**src/hdl/spos_pkg.sv**
```systemverilog
// Shared types, constants and codes for the slot pool with oldest-slot steal.
package spos_pkg;

    localparam int POOL_SLOTS_DEF = 16;
    localparam int SLOT_W         = 4;
    localparam int STATUS_W       = 3;
    localparam int LIMIT_W        = 5;
    localparam int CFG_IDX_W      = 1;
    localparam int CFG_DATA_W     = 5;

    localparam logic [LIMIT_W-1:0] SLOTS_IN_USE_RST = 5'd16;

    typedef enum logic [CFG_IDX_W-1:0] {
        CFG_SLOTS_IN_USE = 1'b0,
        CFG_STEAL        = 1'b1
    } t_cfg_reg;

    typedef enum logic [0:0] {
        ACT_ACQUIRE = 1'b0,
        ACT_RELEASE = 1'b1
    } t_action;

    typedef enum logic [STATUS_W-1:0] {
        ST_GRANTED  = 3'd0,
        ST_STOLEN   = 3'd1,
        ST_NONE     = 3'd2,
        ST_RELEASED = 3'd3,
        ST_IGNORED  = 3'd4
    } t_status;

    typedef struct packed {
        logic              action;
        logic [SLOT_W-1:0] slot_number;
    } t_item;

    typedef struct packed {
        t_status           status;
        logic [SLOT_W-1:0] granted_slot;
    } t_result;

    typedef enum logic [2:0] {
        S_IDLE,
        S_CHECK,
        S_SCAN,
        S_WALK,
        S_FINISH
    } t_state;

    // controller to datapath
    typedef struct packed {
        logic load;
        logic clr_flag;
        logic scan_adv;
        logic grant;
        logic walk;
        logic finish;
        logic resp_ignored;
        logic resp_none;
    } t_cmd;

    // datapath to controller
    typedef struct packed {
        logic is_release;
        logic rel_ok;
        logic scan_hit;
        logic scan_end;
        logic can_steal;
        logic walk_done;
    } t_stat;

endpackage

```
**src/hdl/spos_ctrl.sv**
```systemverilog
// Sequencer for acquire, steal and release beats of the slot pool.
module spos_ctrl (
    input  logic           i_clk,
    input  logic           i_rst_n,
    input  logic           start,
    input  spos_pkg::t_stat i_stat,
    output spos_pkg::t_cmd  o_cmd,
    output logic           busy
);
    import spos_pkg::*;

    t_state r_state;
    t_state n_state;

    always_ff @(posedge i_clk) begin
        if (!i_rst_n) begin
            r_state <= S_IDLE;
        end else begin
            r_state <= n_state;
        end
    end

    always_comb begin
        n_state = r_state;
        unique case (r_state)
            S_IDLE: begin
                if (start) begin
                    n_state = S_CHECK;
                end
            end
            S_CHECK: begin
                if (i_stat.is_release) begin
                    n_state = i_stat.rel_ok ? S_WALK : S_IDLE;
                end else begin
                    n_state = S_SCAN;
                end
            end
            S_SCAN: begin
                if (i_stat.scan_hit) begin
                    n_state = S_IDLE;
                end else if (i_stat.scan_end) begin
                    n_state = i_stat.can_steal ? S_WALK : S_IDLE;
                end
            end
            S_WALK: begin
                if (i_stat.walk_done) begin
                    n_state = S_FINISH;
                end
            end
            S_FINISH: begin
                n_state = S_IDLE;
            end
            default: begin
                n_state = S_IDLE;
            end
        endcase
    end

    always_comb begin
        o_cmd = '0;
        busy  = 1'b1;
        unique case (r_state)
            S_IDLE: begin
                busy       = 1'b0;
                o_cmd.load = start;
            end
            S_CHECK: begin
                if (i_stat.is_release) begin
                    o_cmd.clr_flag     = i_stat.rel_ok;
                    o_cmd.resp_ignored = !i_stat.rel_ok;
                end
            end
            S_SCAN: begin
                if (i_stat.scan_hit) begin
                    o_cmd.grant = 1'b1;
                end else if (i_stat.scan_end) begin
                    o_cmd.resp_none = !i_stat.can_steal;
                end else begin
                    o_cmd.scan_adv = 1'b1;
                end
            end
            S_WALK: begin
                o_cmd.walk = 1'b1;
            end
            S_FINISH: begin
                o_cmd.finish = 1'b1;
            end
            default: begin
                busy = 1'b1;
            end
        endcase
    end

endmodule

```
**src/hdl/spos_datapath.sv**
```systemverilog
// Slot flags, age list memory, counters and result register of the slot pool.
module spos_datapath #(
    parameter int POOL_SLOTS = spos_pkg::POOL_SLOTS_DEF
) (
    input  logic                              i_clk,
    input  logic                              i_rst_n,
    input  logic                              i_cfg_we,
    input  logic [spos_pkg::CFG_IDX_W-1:0]    i_cfg_idx,
    input  logic [spos_pkg::CFG_DATA_W-1:0]   i_cfg_data,
    input  spos_pkg::t_item                   i_item,
    input  spos_pkg::t_cmd                    i_cmd,
    output spos_pkg::t_stat                   o_stat,
    output spos_pkg::t_result                 o_result,
    output logic                              o_done
);
    import spos_pkg::*;

    localparam int SW   = (POOL_SLOTS > 1) ? $clog2(POOL_SLOTS) : 1;
    localparam int CW   = $clog2(POOL_SLOTS + 1);
    localparam int CMPW = (CW > SLOT_W) ? CW : SLOT_W;
    localparam int LW   = (CW > LIMIT_W) ? CW : LIMIT_W;

    // configuration
    logic [LIMIT_W-1:0]    r_slots_in_use;
    logic                  r_steal;

    // pool state
    logic [POOL_SLOTS-1:0] r_flags;
    logic [CW-1:0]         r_count;
    logic [SW-1:0]         r_mem [POOL_SLOTS];
    logic [SW-1:0]         r_rdata;

    // current beat
    logic                  r_action;
    logic [SLOT_W-1:0]     r_slot;
    logic [CW-1:0]         r_scan;
    logic [CW-1:0]         r_walk;
    logic                  r_rd_vld;
    logic [SW-1:0]         r_rd_pos;
    logic                  r_found;
    logic [SW-1:0]         r_victim;

    t_result               r_result;
    logic                  r_done;

    logic [LW-1:0]         sl_ext;
    logic [CW-1:0]         limit;
    logic [SW-1:0]         slot_idx;
    logic                  rel_ok;
    logic                  scan_end;
    logic                  scan_hit;
    logic                  issue;
    logic                  proc;
    logic                  match;
    logic [SW-1:0]         rd_addr;
    logic                  w_we;
    logic [SW-1:0]         w_addr;
    logic [SW-1:0]         w_data;

    assign sl_ext   = LW'(r_slots_in_use);
    assign limit    = (sl_ext > LW'(POOL_SLOTS)) ? CW'(POOL_SLOTS) : CW'(sl_ext);
    assign slot_idx = SW'(r_slot);
    assign rel_ok   = (CMPW'(r_slot) < CMPW'(POOL_SLOTS)) && r_flags[slot_idx];
    assign scan_end = (r_scan >= limit);
    assign scan_hit = !scan_end && !r_flags[r_scan[SW-1:0]];

    // walk the list one entry a cycle; once the target is found, move each later
    // entry up by one place as its read data comes back
    assign issue   = i_cmd.walk && (r_walk < r_count);
    assign proc    = i_cmd.walk && r_rd_vld;
    assign rd_addr = r_walk[SW-1:0];
    assign match   = (r_action == ACT_RELEASE) ? (CMPW'(r_rdata) == CMPW'(r_slot))
                                               : (r_rd_pos == '0);

    always_comb begin
        w_we   = 1'b0;
        w_addr = '0;
        w_data = '0;
        if (proc && r_found) begin
            w_we   = 1'b1;
            w_addr = r_rd_pos - SW'(1);
            w_data = r_rdata;
        end else if (i_cmd.grant) begin
            w_we   = 1'b1;
            w_addr = r_count[SW-1:0];
            w_data = r_scan[SW-1:0];
        end else if (i_cmd.finish && (r_action == ACT_ACQUIRE)) begin
            // steal: the oldest slot goes to the tail
            w_we   = 1'b1;
            w_addr = SW'(r_count - CW'(1));
            w_data = r_victim;
        end
    end

    always_ff @(posedge i_clk) begin
        if (w_we) begin
            r_mem[w_addr] <= w_data;
        end
        r_rdata <= r_mem[rd_addr];
    end

    always_ff @(posedge i_clk) begin
        if (!i_rst_n) begin
            r_slots_in_use <= SLOTS_IN_USE_RST;
            r_steal        <= 1'b0;
        end else if (i_cfg_we) begin
            unique case (t_cfg_reg'(i_cfg_idx))
                CFG_SLOTS_IN_USE: r_slots_in_use <= i_cfg_data[LIMIT_W-1:0];
                CFG_STEAL:        r_steal        <= i_cfg_data[0];
                default:          r_steal        <= r_steal;
            endcase
        end
    end

    always_ff @(posedge i_clk) begin
        if (i_cmd.load) begin
            r_action <= i_item.action;
            r_slot   <= i_item.slot_number;
        end
        if (proc && !r_found && match) begin
            r_victim <= r_rdata;
        end
        if (issue) begin
            r_rd_pos <= r_walk[SW-1:0];
        end
        if (i_cmd.grant) begin
            r_result.status       <= ST_GRANTED;
            r_result.granted_slot <= SLOT_W'(r_scan);
        end else if (i_cmd.finish) begin
            if (r_action == ACT_RELEASE) begin
                r_result.status       <= ST_RELEASED;
                r_result.granted_slot <= r_slot;
            end else begin
                r_result.status       <= ST_STOLEN;
                r_result.granted_slot <= SLOT_W'(r_victim);
            end
        end else if (i_cmd.resp_ignored) begin
            r_result.status       <= ST_IGNORED;
            r_result.granted_slot <= '0;
        end else if (i_cmd.resp_none) begin
            r_result.status       <= ST_NONE;
            r_result.granted_slot <= '0;
        end
    end

    always_ff @(posedge i_clk) begin
        if (!i_rst_n) begin
            r_flags  <= '0;
            r_count  <= '0;
            r_scan   <= '0;
            r_walk   <= '0;
            r_rd_vld <= 1'b0;
            r_found  <= 1'b0;
            r_done   <= 1'b0;
        end else begin
            r_done   <= i_cmd.grant || i_cmd.finish || i_cmd.resp_ignored
                        || i_cmd.resp_none;
            r_rd_vld <= issue;
            if (i_cmd.load) begin
                r_scan  <= '0;
                r_walk  <= '0;
                r_found <= 1'b0;
            end
            if (i_cmd.scan_adv) begin
                r_scan <= r_scan + CW'(1);
            end
            if (issue) begin
                r_walk <= r_walk + CW'(1);
            end
            if (proc && !r_found && match) begin
                r_found <= 1'b1;
            end
            if (i_cmd.clr_flag) begin
                r_flags[slot_idx] <= 1'b0;
            end
            if (i_cmd.grant) begin
                r_flags[r_scan[SW-1:0]] <= 1'b1;
                r_count                 <= r_count + CW'(1);
            end
            if (i_cmd.finish && (r_action == ACT_RELEASE)) begin
                r_count <= r_count - CW'(1);
            end
        end
    end

    assign o_stat.is_release = (r_action == ACT_RELEASE);
    assign o_stat.rel_ok     = rel_ok;
    assign o_stat.scan_hit   = scan_hit;
    assign o_stat.scan_end   = scan_end;
    assign o_stat.can_steal  = r_steal && (r_count != '0);
    assign o_stat.walk_done  = (r_walk == r_count) && !r_rd_vld;

    assign o_result = r_result;
    assign o_done   = r_done;

endmodule

```
**src/hdl/slot_pool_oldest_steal_unit.sv**
```systemverilog
// An acquire scans the slots from slot 0 up to the limit; a release walks the age list, and a steal
// scans to the limit and then walks the list. One beat at a time: the list walk through the single
// read port of the age list memory sets the rate, busy stays high until the result strobe.
// The result is on o_result for one cycle with o_done; the receiver cannot stall it.
// Synchronous reset clears all slot flags, the active count and the configuration registers to defaults.
module slot_pool_oldest_steal_unit #(
    parameter int POOL_SLOTS = spos_pkg::POOL_SLOTS_DEF
) (
    input  logic                            i_clk,
    input  logic                            i_rst_n,
    input  logic                            i_cfg_we,
    input  logic [spos_pkg::CFG_IDX_W-1:0]  i_cfg_idx,
    input  logic [spos_pkg::CFG_DATA_W-1:0] i_cfg_data,
    input  logic                            start,
    input  spos_pkg::t_item                 i_item,
    output logic                            busy,
    output spos_pkg::t_result               o_result,
    output logic                            o_done
);
    import spos_pkg::*;

    t_cmd  cmd;
    t_stat stat;

    spos_ctrl u_ctrl (
        .i_clk   (i_clk),
        .i_rst_n (i_rst_n),
        .start   (start),
        .i_stat  (stat),
        .o_cmd   (cmd),
        .busy    (busy)
    );

    spos_datapath #(
        .POOL_SLOTS (POOL_SLOTS)
    ) u_datapath (
        .i_clk      (i_clk),
        .i_rst_n    (i_rst_n),
        .i_cfg_we   (i_cfg_we),
        .i_cfg_idx  (i_cfg_idx),
        .i_cfg_data (i_cfg_data),
        .i_item     (i_item),
        .i_cmd      (cmd),
        .o_stat     (stat),
        .o_result   (o_result),
        .o_done     (o_done)
    );

endmodule

```
**config.mk**
```make
export PLATFORM = sky130hd
export DESIGN_NAME = slot_pool_oldest_steal_unit
export DESIGN_NICKNAME = d
export VERILOG_FILES = /design/src/hdl/spos_pkg.sv /design/src/hdl/spos_ctrl.sv /design/src/hdl/spos_datapath.sv /design/src/hdl/slot_pool_oldest_steal_unit.sv
export SDC_FILE = /design/constraint.sdc
export NUM_CORES = 1
export LEC_CHECK = 0
export BUFFER_PORTS_ARGS = -buffer_cell sky130_fd_sc_hd__buf_2
export CORE_MARGIN = 4
export CORE_UTILIZATION = 43
export DETAILED_ROUTE_END_ITERATION = 8
export PLACE_DENSITY_LB_ADDON = 0.05
export SLEW_MARGIN = 0
export SYNTH_ARGS = -nofsm -noshare
export SYNTH_HDL_FRONTEND = slang
export SYNTH_HIERARCHICAL = 1
export SYNTH_SLANG_ARGS = --single-unit
export TNS_END_PERCENT = 1
```
**constraint.sdc**
```tcl
create_clock -name i_clk -period 7.59 [get_ports i_clk]
set_clock_uncertainty 0.05 [all_clocks]
set_input_delay 1.518 -clock i_clk [delete_from_list [all_inputs] [get_ports i_clk]]
set_output_delay 1.518 -clock i_clk [all_outputs]
set_load 0.02 [all_outputs]
```
==> flow_summary.toml <==
[place]
io_buffers = 23
place.gp.congestion = 0.8191
placedInstanceArea_mm2 = 0.006593
dp_hpwl_um = 10060

[routing]
routed_wl_um = 14370
drtPass1Iterations = 4
drc_errors = 0
drtIter0Drc = 292
wl_per_cell_um = 19.55
viasPerCell = 5.629
ant_nets = 0
vias = 4137

[setup_path]
end_kind = "flop"
path_buf_inv = 2
path_class = "reg2reg"
cp.arrival_ps = 4460
cp.required_ps = 7630
critPathMaxFanout = 36
slowest_delay_ps = 660
cp_common_cell = "nor2_1"
path_delay_family = "simple AND/OR/NAND/NOR gates"
startpoint_type = "flop"
crit_slowest_cell = "dfxtp_1"
cp_cell_sequence = "inv_1, ha_1, nand2b_1, a21o_1, a21oi_1, o21ai_0, nor2_1, nor4bb_4, buf_4, nor3b_4, a2111o_1, o211ai_2, nand2b_2, nor2_1"

[global_routing]
grt_pass1_vias = 4159
grt_pass1_wl_um = 22860
antenna_found_initial = 0
grt.overflow.total = 0
grtUsageTotal = 0.1813
grt_max_degree = 49

[sta]
fmax_mhz = 225.8
rsz0062_at_grt = "false"
period_needed_ps = 4428
tightest_slew_ps = 956.4
report.final.slew_viol_count = 0
setup_viol = 0
post-route-period-util = 0.5834
hold_viol_final = 0
relSlewSlack = 0.3604
tns_ps = 0

[power_and_ir_drop]
clockPowerShare = 0.479
power_frac_seq = 0.482
swShare = 0.2295
p_per_area_mw_per_mm2 = 224.4
p_leak_nw = 2.573
pwr-share-comb = 0.039
p_switching_mw = 0.3683
ir_worst_vdd_v = 0.0001888
cell_internal_pwr_mw = 1.236

[clocking]
cts_made_buffers = 17
hold_buffers = 0
clockBufferDepth = 2
cts-root-buf = "clkbuf_16"
cts_setup_buffers = 0
htree_levels = 4
path_clk_slew_ps = 60
cts-resized-gates = 0
clock_latency_ps = 420
cts_tree = "built"
numClockSinks = 131

[die]
core_region_area_mm2 = 0.01453
die_area_mm2 = 0.01680
io_pins = 24
die_h_um = 129.6
start_util = 0.4376
rows = 44
die_w_um = 129.6

[logic_synthesis]
syn-instance-count = 525
ys_types = 58
avgSynthCellArea_um2 = 12.11
synthArstFlopShare = 0
synth_edf_count = 81
syn_nets = 560
ys_seq_area_frac = 0.5398
synth_area_mm2 = 0.006360
synth-seq-cells = 131
synth_ff_type = "edfxtp_1"
yosysWarnings = 6

[worst_hold_path]
min_path_type = "reg2reg"

[layout]
antenna_cells = 0
mostFrequentLayoutCell = "edfxtp_1"
layout-drive-gt1-share = 0.1869
n_fill_cell = 1309
final_nets = 573
area_growth_pct = 12.43
finalInstanceArea_mm2 = 0.007151
mostFrequentLayoutCells = "81 x edfxtp_1, 50 x dfxtp_1, 36 x nand2_1"

[flow_run]
drv_cap = 0

[status]
status = "finished, final reports clean"
[worst reg2reg max path, cell delays in order (launching register included)]
cell	delay, ps
dfxtp_1	660
inv_1	180
ha_1	320
nand2b_1	140
a21o_1	170
a21oi_1	140
o21ai_0	230
nor2_1	330
nor4bb_4	340
buf_4	380
nor3b_4	140
a2111o_1	440
o211ai_2	130
nand2b_2	140
nor2_1	310
[layer usage]
metal,global-route usage,part of all wire
met5,0,0
met4,0.07213,0.022
met2,0.2997,0.51
met3,0.04534,0.041
met1,0.2292,0.43
[flip-flops by register name, indices dropped and copies added, names as in the netlist]
name	flops
u_ctrl/r_state	3
u_datapath/o_done	1
u_datapath/o_result	7
u_datapath/r_action	1
u_datapath/r_count	5
u_datapath/r_flags	16
u_datapath/r_found	1
u_datapath/r_mem	64
u_datapath/r_rd_pos	4
u_datapath/r_rd_vld	1
u_datapath/r_rdata	4
u_datapath/r_scan	5
u_datapath/r_slot	4
u_datapath/r_slots_in_use	5
u_datapath/r_steal	1
u_datapath/r_victim	4
u_datapath/r_walk	5
[final cells by class]
| type | instances | area (um2) | share of cell area |
|---|---|---|---|
| multi-input combinational | 340 | 2705 | 0.3783 |
| clock inverter | 15 | 132.6 | 0.01855 |
| sequential | 131 | 3433 | 0.4801 |
| timing repair buffer | 27 | 145.1 | 0.02030 |
| inverter | 21 | 78.83 | 0.01102 |
| clock buffer | 17 | 425.4 | 0.05949 |
| tap | 184 | 230.2 | 0.03220 |
[Yosys cell counts, types with 5 or more instances]
library cell / instances / area (um2)
and3_1: 5 / 31.28
nor3b_1: 6 / 45.04
edfxtp_1: 81 / 2432
buf_2: 5 / 25.02
clkbuf_1: 19 / 71.32
a21boi_0: 18 / 135.1
nand3_1: 29 / 145.1
a31oi_1: 10 / 62.56
nor2_1: 31 / 116.4
dfxtp_1: 50 / 1001
o21ai_0: 33 / 165.2
inv_1: 21 / 78.83
xnor2_1: 6 / 52.55
mux2i_1: 9 / 90.09
nor3_1: 11 / 55.05
ha_1: 20 / 250.2
nor2b_1: 17 / 106.4
nand2_1: 36 / 135.1
and2_1: 8 / 50.05
mux4_2: 29 / 653.1
a21oi_1: 14 / 70.07
xor2_1: 5 / 43.79
[power groups by stage]
stage               Clock, mW  Combinational, mW  Sequential [mW]
floorplan                   0             0.0449            0.785
detailed placement          0             0.0624            0.789
finish                  0.768             0.0621            0.774
global placement            0             0.0614            0.790
CTS                     0.787             0.0626            0.774
global route            0.819             0.0689            0.776
[cell families after synthesis]
logic type,count (synthesis),synth area share
adders and majority gates,20,0.03935
buffers and inverters,54,0.04013
DFF,131,0.5398
muxes,38,0.1169
and+or+nand+nor,172,0.1481
xor gates and xnor gates,11,0.01515
AOI/OAI and AO/OA,99,0.1005
[per-stage QoR]
| step | util | hold slack [ps] | power (mW) | instances | setup WS, ps |
|---|---|---|---|---|---|
| 2_1_floorplan | - | 382.3 | 0.8299 | 525 | 3726 |
| 3_3_place_gp | 0.4536 | 411.5 | 0.8509 | 703 | 3322 |
| 3_5_place_dp | 0.4536 | 427.0 | 0.8518 | 703 | 3178 |
| 4_1_cts | 0.4920 | 444.6 | 1.624 | 735 | 3138 |
| 5_1_grt | 0.4920 | 462.1 | 1.664 | 735 | 2807 |
| 6_report | 0.4920 | 438.8 | 1.605 | 735 | 3162 |
[path summary, 6_finish.rpt]
path | startpoint | endpoint | slack (ps) | cells after the start
hold / removal | u_datapath/r_steal | u_datapath/r_steal | 440 | 2
setup / recovery | u_datapath/r_scan[0] | u_datapath/r_mem[5][2] | 3160 | 14
hold reg to reg | u_datapath/r_steal | u_datapath/r_steal | 440 | 2
setup reg to reg | u_datapath/r_scan[0] | u_datapath/r_mem[5][2] | 3160 | 14
(Power assumes the default switching activity.)
